[src/rtl/gain_ranging_quantizer_assert.svh]
// Assertion macros for the gain ranging quantizer.
`ifndef GAIN_RANGING_QUANTIZER_ASSERT_SVH
`define GAIN_RANGING_QUANTIZER_ASSERT_SVH
`ifndef SYNTHESIS
`define GRQ_ASSERT(label, clk, rst, prop, msg) \
  label: assert property (@(posedge clk) disable iff (rst) prop) else $error(msg);
`define GRQ_ASSERT_RST(label, clk, prop, msg) \
  label: assert property (@(posedge clk) prop) else $error(msg);
`else
`define GRQ_ASSERT(label, clk, rst, prop, msg)
`define GRQ_ASSERT_RST(label, clk, prop, msg)
`endif
`endif

[src/rtl/grq_pkg.sv]
`default_nettype none
package grq_pkg;
  localparam int GAIN_REGS = 4;
  localparam logic [23:0] COUNT_MAX = 24'hFFFFFF;

  localparam logic [2:0] REG_LEVEL  = 3'd0;
  localparam logic [2:0] REG_MBITS  = 3'd1;
  localparam logic [2:0] REG_GCOUNT = 3'd2;
  localparam logic [2:0] REG_GAIN0  = 3'd3;
  localparam logic [2:0] REG_GAIN1  = 3'd4;
  localparam logic [2:0] REG_GAIN2  = 3'd5;
  localparam logic [2:0] REG_GAIN3  = 3'd6;

  typedef struct packed {
    logic [38:0]                 den;
    logic [GAIN_REGS-1:0][7:0]   g;
    logic [22:0]                 irange;
    logic [2:0]                  n;
  } cfg_t;
endpackage
`default_nettype wire

[src/rtl/grq_cfg.sv]
`default_nettype none
module grq_cfg #(
  parameter int LANES = 4
) (
  input  logic          clk,
  input  logic          rst,
  input  logic          cfg_valid,
  output logic          cfg_ready,
  input  logic [2:0]    cfg_index,
  input  logic [31:0]   cfg_data,
  output grq_pkg::cfg_t cfg
);
  import grq_pkg::*;

  logic [30:0] level;
  logic [4:0]  mbits;
  logic [2:0]  gcount;
  logic [7:0]  gain [GAIN_REGS];
  logic [30:0] lv;
  logic [4:0]  m_sat;
  logic [23:0] range_full;
  logic [38:0] den;

  assign cfg_ready = 1'b1;

  always_ff @(posedge clk) begin
    if (rst) begin
      level   <= 31'd65536;
      mbits   <= 5'd14;
      gcount  <= 3'd4;
      gain[0] <= 8'd128;
      gain[1] <= 8'd32;
      gain[2] <= 8'd8;
      gain[3] <= 8'd1;
    end else if (cfg_valid) begin
      case (cfg_index)
        REG_LEVEL:  level   <= cfg_data[30:0];
        REG_MBITS:  mbits   <= cfg_data[4:0];
        REG_GCOUNT: gcount  <= cfg_data[2:0];
        REG_GAIN0:  gain[0] <= cfg_data[7:0];
        REG_GAIN1:  gain[1] <= cfg_data[7:0];
        REG_GAIN2:  gain[2] <= cfg_data[7:0];
        REG_GAIN3:  gain[3] <= cfg_data[7:0];
        default: ;
      endcase
    end
  end

  always_comb begin
    lv = (level == '0) ? 31'd1 : level;
    if (mbits < 5'd2) begin
      m_sat = 5'd2;
    end else if (mbits > 5'd24) begin
      m_sat = 5'd24;
    end else begin
      m_sat = mbits;
    end
    range_full = (24'd1 << (m_sat - 5'd1)) - 24'd1;
  end

  always_ff @(posedge clk) begin
    den <= 39'(lv) * 39'(cfg.g[0]);
  end

  always_comb begin
    cfg.den    = den;
    cfg.irange = range_full[22:0];
    for (int i = 0; i < GAIN_REGS; i++) begin
      cfg.g[i] = (gain[i] == '0) ? 8'd1 : gain[i];
    end
    if (gcount == '0) begin
      cfg.n = 3'd1;
    end else if (gcount > 3'(LANES)) begin
      cfg.n = 3'(LANES);
    end else begin
      cfg.n = gcount;
    end
  end
endmodule
`default_nettype wire

[config.mk]
export PLATFORM = sky130hd
export DESIGN_NAME = grq_cfg
export DESIGN_NICKNAME = d
export VERILOG_FILES = /design/src/rtl/gain_ranging_quantizer_assert.svh /design/src/rtl/grq_pkg.sv /design/src/rtl/grq_cfg.sv
export SDC_FILE = /design/constraint.sdc
export NUM_CORES = 1
export LEC_CHECK = 0
export BUFFER_PORTS_ARGS = -buffer_cell sky130_fd_sc_hd__buf_4
export CAP_MARGIN = 25
export CORE_MARGIN = 2
export CORE_UTILIZATION = 40
export DETAILED_ROUTE_END_ITERATION = 8
export GPL_TIMING_DRIVEN = 0
export PLACE_DENSITY = 0.66
export SYNTH_ARGS = -nofsm -noshare
export SYNTH_HDL_FRONTEND = slang
export SYNTH_SLANG_ARGS = --single-unit
[constraint.sdc]
create_clock -name clk -period 5.5 [get_ports clk]
set_input_delay 0.825 -clock clk [delete_from_list [all_inputs] [get_ports clk]]
set_output_delay 0.825 -clock clk [all_outputs]
set_load 0.02 [all_outputs]
==> results of run 1 <==
area by class of cell:
class                           count  share of cell area, %
Clock buffer                        9                   1.60
Multi-Input combinational cell    947                   61.3
Sequential cell                   110                   18.1
Timing Repair Buffer              139                   7.50
Buffer                             83                   2.62
Inverter                          177                   4.72
Clock inverter                      7                  0.631
Tap cell                          390                   3.47
per-stage QoR:
step	hold WS, ns	cell area (µm²)	util [%]
floorplan	0.446	12000	-
global placement	0.459	13400	45.5
detailed placement	0.465	13400	45.5
CTS	0.480	13800	46.8
global route	0.511	14100	47.6
finish	0.488	14100	47.6
layout by cell type, fill, tap and decap left out, types with 6 or more instances in the layout:
cell / count
nand2_1: 143
xnor2_1: 19
nand2b_1: 13
o21ai_0: 12
nor2_1: 33
a21o_1: 19
dfxtp_2: 21
o21ai_1: 9
inv_1: 176
clkbuf_16: 9
a21oi_1: 62
edfxtp_1: 32
nand3_1: 13
nor2b_1: 11
fa_1: 174
o21bai_1: 8
dfxtp_1: 56
nor3_1: 18
clkbuf_1: 55
and2_1: 224
buf_4: 142
xor2_1: 11
o21a_1: 6
clkbuf_2: 14
a31oi_1: 8
ha_1: 59
o22ai_1: 6
nor4_1: 7
worst max-delay path, delay by kind of cell (launching register included):
family	cells	cell delay [ns]
adders and majority gates	5	2.50
AOI/OAI and AO/OA	7	1.47
DFF	1	0.52
buffers and inverters	3	0.36
and+or+nand+nor	1	0.20
xor gates and xnor gates	1	0.12
cells by family (layout without fill, tap and decap cells):
logic type	after synthesis	after routing	share of synthesized area, %
AND/OR/NAND/NOR	494	494	21.8
buffers and inverters	272	415	8.79
adder cells (fa/ha/maj)	234	234	35.4
AO/OA/AOI/OAI	181	181	10.2
flip-flops	110	110	21.1
XOR/XNOR	30	30	2.20
multiplexers	5	5	0.419
other	1	3	0.0314
flip-flops by register name (all words and copies together) (netlist names):
register,flops
gain,32
den,39
level,31
mbits,5
gcount,3
what timing repair did:
action,in CTS,in global routing
resized for setup,23,81
endpoints found under the setup margin,25,20
pin swaps,4,11
buffers inserted,1,6
power by group:
| group | switching [mW] | internal, mW |
|---|---|---|
| clock | 0.392 | 0.335 |
| combinational | 0.368 | 0.249 |
| sequential | 0.0402 | 0.891 |
worst paths after layout:
kind	startpoint	to	cells after the start
setup / recovery	gain[0][7]$_SDFFCE_PN1P_	den[38]$_DFF_P_	17
hold / removal	level[0]$_SDFFE_PP0P_	level[0]$_SDFFE_PP0P_	2
setup reg to reg	gain[0][7]$_SDFFCE_PN1P_	den[38]$_DFF_P_	17
hold reg to reg	level[0]$_SDFFE_PP0P_	level[0]$_SDFFE_PP0P_	2
layer usage:
metal | track usage, % | vias to the layer above
met4 | 5.41 | 0
met2 | 35.0 | 264
met3 | 3.54 | 45
met1 | 27.4 | 4632
li1 | - | 4444
met5 | 0 | -
==> flow_summary_export.csv, run 1 <==
group,metric,value,unit
yosys,synth_top_area_cell,"fa_1",
routing,wl_met1,13800,µm
routing,route.met2.wl,14800,µm
floorplanning,die_area,31300,µm²
pwr,peakVddDrop,0.147,mV
timing,min_period_over_period,96.3,%
routing,drc,0,
routing,viasPerCell,5.04,
clocking,clkSlewWorstSetupHoldPaths,0.10,ns
worst_setup_path,critical_path_class,"register to register",
layout,area_growth,17.7,%
timing,slew_viol_final,0,
worst_setup_path,slowest_stage,"fa_1",
worst_setup_path,critPathArrivalTime,5.56,ns
timing,setup_viol,0,
floorplanning,start_util,40.5,%
timing,setup_ws,0.204,ns
worst_hold_path,hold_class,"register to register",
floorplanning,io_pins,136,
worst_setup_path,cp_cell_sequence,"buf_2 -> and2_1 -> fa_1 -> fa_1 -> fa_1 -> inv_1 -> fa_1 -> inv_1 -> ha_1 -> a21oi_1 -> o211ai_4 -> a31oi_4 -> o211a_4 -> o311ai_4 -> a31o_1 -> a21oi_2 -> xnor2_1",
placement,hpwl,24000,µm
yosys,synth_cell_types,66,
layout,nNetsFinal,1739,
clocking,cts.path.max_buffers,2,
placement,gp_congestion,0.907,
routing,drtIter0Drc,555,
floorplanning,fp-row-count,63,
clocking,cts_buffers,9,
worst_setup_path,regToRegSetupSlack,0.20,ns
placement,placedCellCount,1851,
grt,track_usage,20.7,%
yosys,syn_area,12000,µm²
yosys,yosysMostFrequentCell,"and2_1",
floorplanning,core,29600,µm²
layout,antennaDiodeCount,0,
outcome,status,"completed",
layout,num-fill-cells,2811,
yosys,synth.avg_cell_area,9.01,µm²
worst_setup_path,cp_common_cell,"fa_1",
yosys,ys_top_cells_by_area,"fa_1, dfxtp_1, and2_1",
routing,dr.max_layer_used,"met4",
floorplanning,die_h,177,µm
floorplanning,die_w,177,µm
routing,via_count,9385,
placement,dp_slack,-0.807,ns
grt,grt_pass1_wl,51100,µm
routing,avgRoutedWirePerCell,16.7,µm
layout,final_cells,1862,
clocking,root_buffer,"clkbuf_16",
clocking,htreeDepth,3,
routing,ant_nets,0,
yosys,netlist.area_leader.share,29.1,%
clocking,ctsHoldBuffers,0,
timing,rsz0062_at_grt,"yes",
grt,overflow,0,
yosys,synth_seq_cells,110,
worst_setup_path,cp-end-kind,"register",
timing,min_period,5.30,ns
pwr,p_total,2.27,mW
worst_setup_path,critPathMaxStageDelay,0.56,ns
timing,fmax,0.189,GHz
yosys,ys_seq_area_share,21.1,%
layout,drive_above_1_share,16.9,%
yosys,syn_inst,1327,
yosys,synth-main-ff-cell,"dfxtp_1",
worst_setup_path,path_max_fanout,10,
routing,wl_met3,1840,µm
routing,firstDrtPassIters,5,
pwr,pwr_density_cell,162,nW/µm²
grt,grt_antenna_before_repair,0,
layout,final-seq-area,2550,µm²
yosys,synthArstFlopShare,0,%
timing,clock_skew,0.00847,ns
timing,tightest_slew,0.910,ns
timing,hold_viol,0,
routing,wirelength,31000,µm
flow_run,max_cap_viol_count,0,
worst_setup_path,worst_ep_required_time,5.76,ns
clocking,clock_latency,0.37,ns
grt,grt_max_degree,24,
yosys,synth_edf_count,32,
yosys,synth_warnings,0,
worst_setup_path,start_kind,"register",
grt,grt_pass1_vias,9753,
timing,fin_tns_setup,0,ns
yosys,synthTopCellsByCount,"and2_1, inv_1, fa_1, nand2_1, clkbuf_1",
clocking,cts_sinks,110,
layout,multi_input_area,8630,µm²
placement,io_buffers,132,
clocking,cts_tree,"done",
timing,maxSlewHeadroom,38.8,%
pwr,leakage,6.77,nW
(Power assumes the default switching activity.)
==> inputs of run 2 (changes only) <==
--- a/config.mk
+++ b/config.mk
@@ -11,7 +11,7 @@
 export CORE_UTILIZATION = 40
 export DETAILED_ROUTE_END_ITERATION = 8
 export GPL_TIMING_DRIVEN = 0
-export PLACE_DENSITY = 0.66
+export PLACE_DENSITY = 0.64
 export SYNTH_ARGS = -nofsm -noshare
 export SYNTH_HDL_FRONTEND = slang
 export SYNTH_SLANG_ARGS = --single-unit
==> constraint.sdc (replaced) <==
create_clock -name clk -period 6.5 [get_ports clk]
set_input_delay 0.975 -clock clk [delete_from_list [all_inputs] [get_ports clk]]
set_output_delay 0.975 -clock clk [all_outputs]
set_load 0.02 [all_outputs]
==> run 2 against run 1 <==
- power down 16%
- flip-flop and latch count unchanged
- via count down 0.25%
- sequential share of layout area up 0.18 points
- first-iteration DRC count down 5.6%
- final cell count up 0.27%
- hold slack worse by 0.010 ns
- largest cell class unchanged
- highest routed layer unchanged
==> flow_summary_export.csv, run 2 (synthesis results as in run 1) <==
group,metric,value,unit
grt,track_usage,20.5,%
worst_setup_path,setup.worst_path.start,"level[15]$_SDFFE_PP0P_",
clocking,ctsHoldBuffers,0,
clocking,clkSlewWorstSetupHoldPaths,0.09,ns
floorplanning,io_pins,136,
layout,mostFrequentLayoutCell,"and2_1",
clocking,cts_sinks,110,
timing,fmax,0.167,GHz
layout,max_flop_register,"den",
floorplanning,core,29600,µm²
routing,ant_nets,0,
pwr,pwr_density_cell,139,nW/µm²
routing,drc,0,
timing,setup_viol,0,
grt,grt_antenna_before_repair,0,
placement,hpwl,24000,µm
placement,io_buffers,132,
floorplanning,start_util,40.5,%
timing,tightest_slew,0.956,ns
grt,grt_max_degree,25,
worst_setup_path,slowest_stage,"fa_1",
worst_setup_path,crit_family,"adder cells",
routing,wirelength,30700,µm
routing,avgRoutedWirePerCell,16.5,µm
floorplanning,fp-row-count,63,
timing,slew_viol_final,0,
worst_setup_path,worst-path-buf-inv,4,
worst_setup_path,worstReg2RegStart,"level[15]$_SDFFE_PP0P_",
worst_setup_path,path_max_fanout,10,
worst_setup_path,cp_common_cell,"fa_1",
routing,drtIter0Drc,524,
timing,min_period_over_period,91.9,%
routing,via_count,9362,
clocking,htreeDepth,3,
placement,gp_congestion,0.930,
grt,grt_pass1_wl,50600,µm
floorplanning,die_w,177,µm
worst_setup_path,worst_ep_required_time,6.79,ns
placement,dp_slack,0.210,ns
routing,viasPerCell,5.01,
worst_hold_path,hold_class,"register to register",
grt,overflow,0,
timing,setup_ws,0.527,ns
layout,nNetsFinal,1744,
clocking,cts.path.max_buffers,2,
layout,layout_common_cells,"and2_1, inv_1, fa_1",
timing,maxSlewHeadroom,35.7,%
worst_setup_path,critical_path_class,"register to register",
clocking,cts_buffers,9,
layout,area_growth,15.2,%
clocking,post_cts_buffers,0,
worst_hold_path,hp-start,"level[0]$_SDFFE_PP0P_",
pwr,peakVddDrop,0.118,mV
layout,reg_top3,"den x39, gain x32, level x31",
timing,hold_viol,0,
clocking,clock_latency,0.37,ns
clocking,cts_tree,"done",
layout,drive_above_1_share,12.1,%
worst_setup_path,critPathArrivalTime,6.26,ns
worst_setup_path,start_kind,"register",
timing,rsz0062_at_grt,"no",
flow_run,max_cap_viol_count,0,
clocking,root_buffer,"clkbuf_16",
worst_setup_path,critPathMaxStageDelay,0.55,ns
worst_setup_path,cp-end-kind,"register",
floorplanning,die_h,177,µm
floorplanning,die_area,31300,µm²
layout,largest_register_ff_count,39,
timing,min_period,5.97,ns
timing,clock_skew,0.0116,ns
timing,fin_tns_setup,0,ns
routing,firstDrtPassIters,5,
grt,grt_pass1_vias,9856,
outcome,status,"completed",
worst_setup_path,cp_cell_sequence,"clkbuf_1 -> nor4_1 -> nand4_1 -> o21bai_2 -> nand2_1 -> fa_1 -> fa_1 -> inv_1 -> fa_1 -> inv_1 -> fa_1 -> inv_1 -> ha_1 -> or2_2 -> a31oi_2 -> o211a_1 -> o311ai_2 -> a31o_1 -> a21oi_2 -> xnor2_1",
layout,antennaDiodeCount,0,
pwr,leakage,6.61,nW
[run 2: final cells by class]
cell class	count	area [µm²]
inverters	177	664
multi-input cells	947	8400
clock inverters	7	91.3
fillers	2886	15800
clock buffers	9	225
well taps	390	488
plain buffers	95	387
flip-flops and latches	110	2520
repair buffers	132	991
[run 2: path summary, 6_finish.rpt]
path | end | slack, ns | cells past startpoint
worst min register to register | level[0]$_SDFFE_PP0P_ | 0.48 | 2
worst max register to register | den[38]$_DFF_P_ | 0.53 | 20
worst min-delay path | level[0]$_SDFFE_PP0P_ | 0.48 | 2
worst max-delay path | den[38]$_DFF_P_ | 0.53 | 20
[run 2: through the flow]
step	hold WS [ns]	std cells	power [mW]	util, %	instance area [µm²]
finish	0.477	1867	1.91	46.6	13800
detailed placement	0.464	1851	1.31	45.5	13400
floorplan	0.446	1329	1.12	-	12000
CTS	0.476	1867	1.93	46.6	13800
global placement	0.460	1851	1.30	45.5	13400
global route	0.502	1867	2.01	46.6	13800
[run 2: power breakdown]
part	switching (mW)	internal [mW]	total, mW	leakage (nW)
sequential	0.0273	0.753	0.781	0.947
combinational	0.309	0.202	0.511	5.51
clock	0.336	0.283	0.619	0.153
total	0.673	1.24	1.91	6.61
[run 2: what timing repair did]
action                                  CTS  global route
gates resized for setup                   0             2
hold endpoints to repair                  0             0
endpoints found under the setup margin    0             8
[run 2: worst reg2reg max path, stage by stage (launching register included)]
cell and delay [ns]:
dfxtp_1 0.31, clkbuf_1 0.24, nor4_1 0.34, nand4_1 0.18
o21bai_2 0.35, nand2_1 0.15, fa_1 0.54, fa_1 0.55
inv_1 0.06, fa_1 0.52, inv_1 0.05, fa_1 0.53
inv_1 0.04, ha_1 0.34, or2_2 0.36, a31oi_2 0.28
o211a_1 0.34, o311ai_2 0.17, a31o_1 0.25, a21oi_2 0.15
xnor2_1 0.14
[run 2: routing by layer]
| metal | global-route usage, % | vias to the layer above | part of all wire (%) | wire length, µm |
|---|---|---|---|---|
| met1 | 27.0 | 4601 | 45 | 13700 |
| li1 | - | 4449 | - | - |
| met2 | 34.5 | 275 | 47 | 14300 |
| met4 | 5.03 | 0 | 2.1 | 654 |
| met5 | 0 | - | 0 | 0 |
| met3 | 4.17 | 37 | 6.7 | 2060 |
==> inputs of run 3 (changes only) <==
--- a/config.mk
+++ b/config.mk
@@ -11,7 +11,6 @@
 export CORE_UTILIZATION = 40
 export DETAILED_ROUTE_END_ITERATION = 8
 export GPL_TIMING_DRIVEN = 0
-export PLACE_DENSITY = 0.64
 export SYNTH_ARGS = -nofsm -noshare
 export SYNTH_HDL_FRONTEND = slang
 export SYNTH_SLANG_ARGS = --single-unit
==> run 3 against run 2 <==
- core utilization is essentially flat
- design area is essentially flat
- clock-buffer cell count is the same
- maximum frequency is essentially flat
- sequential share of layout area is essentially flat
- via count shrank 0.78%
- setup slack gained 0.0037 ns
- clock power shrank 1%
- largest cell class unchanged
- highest routed layer unchanged
==> flow_summary_export.csv, run 3 (synthesis results as in run 1) <==
group,metric,value,unit
grt,track_usage,21.1,%
pwr,peakVddDrop,0.123,mV
clocking,cts.path.max_buffers,2,
clocking,cts_tree,"done",
layout,largest_register_ff_count,39,
worst_setup_path,regToRegSetupSlack,0.53,ns
placement,dp_slack,0.120,ns
clocking,root_buffer,"clkbuf_16",
worst_setup_path,slowest_stage,"fa_1",
placement,placed_area,13400,µm²
floorplanning,die_h,177,µm
timing,rsz0062_at_grt,"no",
worst_setup_path,path_max_fanout,10,
routing,avgRoutedWirePerCell,16.6,µm
worst_setup_path,worstReg2RegStart,"level[15]$_SDFFE_PP0P_",
outcome,status,"completed",
timing,setup_viol,0,
floorplanning,fp-row-count,63,
layout,multi_input_area,8400,µm²
layout,drive_above_1_share,12.2,%
layout,fin_area,13800,µm²
timing,tightest_slew,0.746,ns
pwr,pwr_density_cell,138,nW/µm²
floorplanning,die_w,177,µm
routing,firstDrtPassIters,5,
grt,grt_pass1_vias,9855,
clocking,htreeDepth,3,
layout,mostFrequentLayoutCell,"and2_1",
worst_setup_path,start_kind,"register",
timing,hold_viol,0,
flow_run,max_cap_viol_count,0,
clocking,cts_sinks,110,
layout,max_flop_register,"den",
worst_setup_path,cp-end-kind,"register",
routing,drtIter0Drc,596,
floorplanning,die_area,31300,µm²
routing,via_count,9289,
timing,min_period_over_period,91.8,%
layout,area_growth,15.3,%
pwr,p_total,1.91,mW
layout,layout_common_cells,"and2_1, inv_1, fa_1",
layout,reg_top3,"den x39, gain x32, level x31",
worst_hold_path,hold_class,"register to register",
worst_setup_path,worst-r2r-cell-count,20,
clocking,cts_buffers,9,
grt,grt_max_degree,25,
routing,viasPerCell,4.97,
pwr,leakage,6.62,nW
timing,fin_tns_setup,0,ns
timing,setup_ws,0.530,ns
floorplanning,start_util,40.5,%
timing,slew_viol_final,0,
timing,fmax,0.168,GHz
clocking,ctsHoldBuffers,0,
placement,hpwl,24500,µm
clocking,clock_latency,0.38,ns
timing,min_period,5.97,ns
grt,overflow,0,
worst_setup_path,setup.worst_path.start,"level[15]$_SDFFE_PP0P_",
worst_setup_path,critPathArrivalTime,6.27,ns
grt,grt_antenna_before_repair,0,
placement,gp_congestion,0.872,
grt,grt_pass1_wl,51400,µm
worst_setup_path,rr_endpoint,"den[38]$_DFF_P_",
timing,maxSlewHeadroom,49.9,%
worst_setup_path,critPathMaxStageDelay,0.55,ns
routing,drc,0,
worst_setup_path,critical_path_class,"register to register",
routing,wirelength,31100,µm
layout,antennaDiodeCount,0,
timing,clock_skew,0.0167,ns
worst_setup_path,worst_ep_required_time,6.80,ns
layout,final-seq-area,2520,µm²
clocking,clkSlewWorstSetupHoldPaths,0.09,ns
floorplanning,core,29600,µm²
floorplanning,io_pins,136,
layout,nNetsFinal,1745,
worst_setup_path,cp_cell_sequence,"clkbuf_1 -> nor4_1 -> nand4_1 -> o21bai_2 -> nand2_1 -> fa_1 -> fa_1 -> inv_1 -> fa_1 -> inv_1 -> fa_1 -> inv_1 -> ha_1 -> or2_2 -> a31oi_2 -> o211a_1 -> o311ai_2 -> a31o_1 -> a21oi_2 -> xnor2_1",
layout,num-fill-cells,2932,
worst_setup_path,crit_path_end,"den[38]$_DFF_P_",
worst_setup_path,cp_common_cell,"fa_1",
routing,ant_nets,0,
placement,io_buffers,132,
==> run 3: cell types whose count changed in the layout (fill, tap and decap cells not counted) <==
cell,delta
inv_6,-2
buf_2,+1
inv_8,+2
==> run 3: stage by stage <==
stage	util, %	instances	hold slack, ns
after CTS	46.6	1867	0.481
after detailed placement	45.5	1851	0.469
final	46.6	1868	0.476
after global placement	45.5	1851	0.461
after global routing	46.6	1868	0.498
after floorplan	-	1329	0.446
==> run 3: critical path, delay by kind of cell, from the launching register on <==
kind	cells	cell delay [ns]
buf+inv	4	0.40
compound gates	6	1.56
xor+xnor	1	0.13
simple gates	4	1.00
fa+ha+maj	5	2.50
flops	1	0.31
==> run 3: where the power goes <==
part           internal, mW  switching, mW
Combinational         0.202          0.310
Sequential            0.753         0.0273
Clock                 0.285          0.327
Total                  1.24          0.664
==> run 3: what timing repair did <==
| action | CTS | global route |
|---|---|---|
| resized for setup | 0 | 2 |
| setup endpoints to repair | 0 | 8 |
| setup buffers | 0 | 0 |
==> run 3: final cells by class <==
type	instances	share of cell area [%]
buffer	95	2.81
timing repair buffer	133	7.23
tap	390	3.54
multi-input combinational	947	61.0
clock inverter	7	0.699
clock buffer	9	1.63
inverter	177	4.82
sequential	110	18.3
==> run 3: per-layer routing <==
layer / wire [µm] / global-route usage [%]
met4: 807 / 6.30
met1: 14200 / 27.8
met3: 1720 / 4.25
met2: 14400 / 35.1
met5: 0 / 0
==> run 3: how the worst min path moves through the flow <==
stage | start | endpoint | slack [ns] | cells after the start
final | level[0]$_SDFFE_PP0P_ | level[0]$_SDFFE_PP0P_ | 0.48 | 2
after detailed placement | level[0]$_SDFFE_PP0P_ | level[0]$_SDFFE_PP0P_ | 0.47 | 2
after global routing | level[0]$_SDFFE_PP0P_ | level[0]$_SDFFE_PP0P_ | 0.50 | 2
after floorplan | level[0]$_SDFFE_PP0P_ | level[0]$_SDFFE_PP0P_ | 0.45 | 2
after global placement | level[0]$_SDFFE_PP0P_ | level[0]$_SDFFE_PP0P_ | 0.46 | 2
after CTS | level[0]$_SDFFE_PP0P_ | level[0]$_SDFFE_PP0P_ | 0.48 | 2
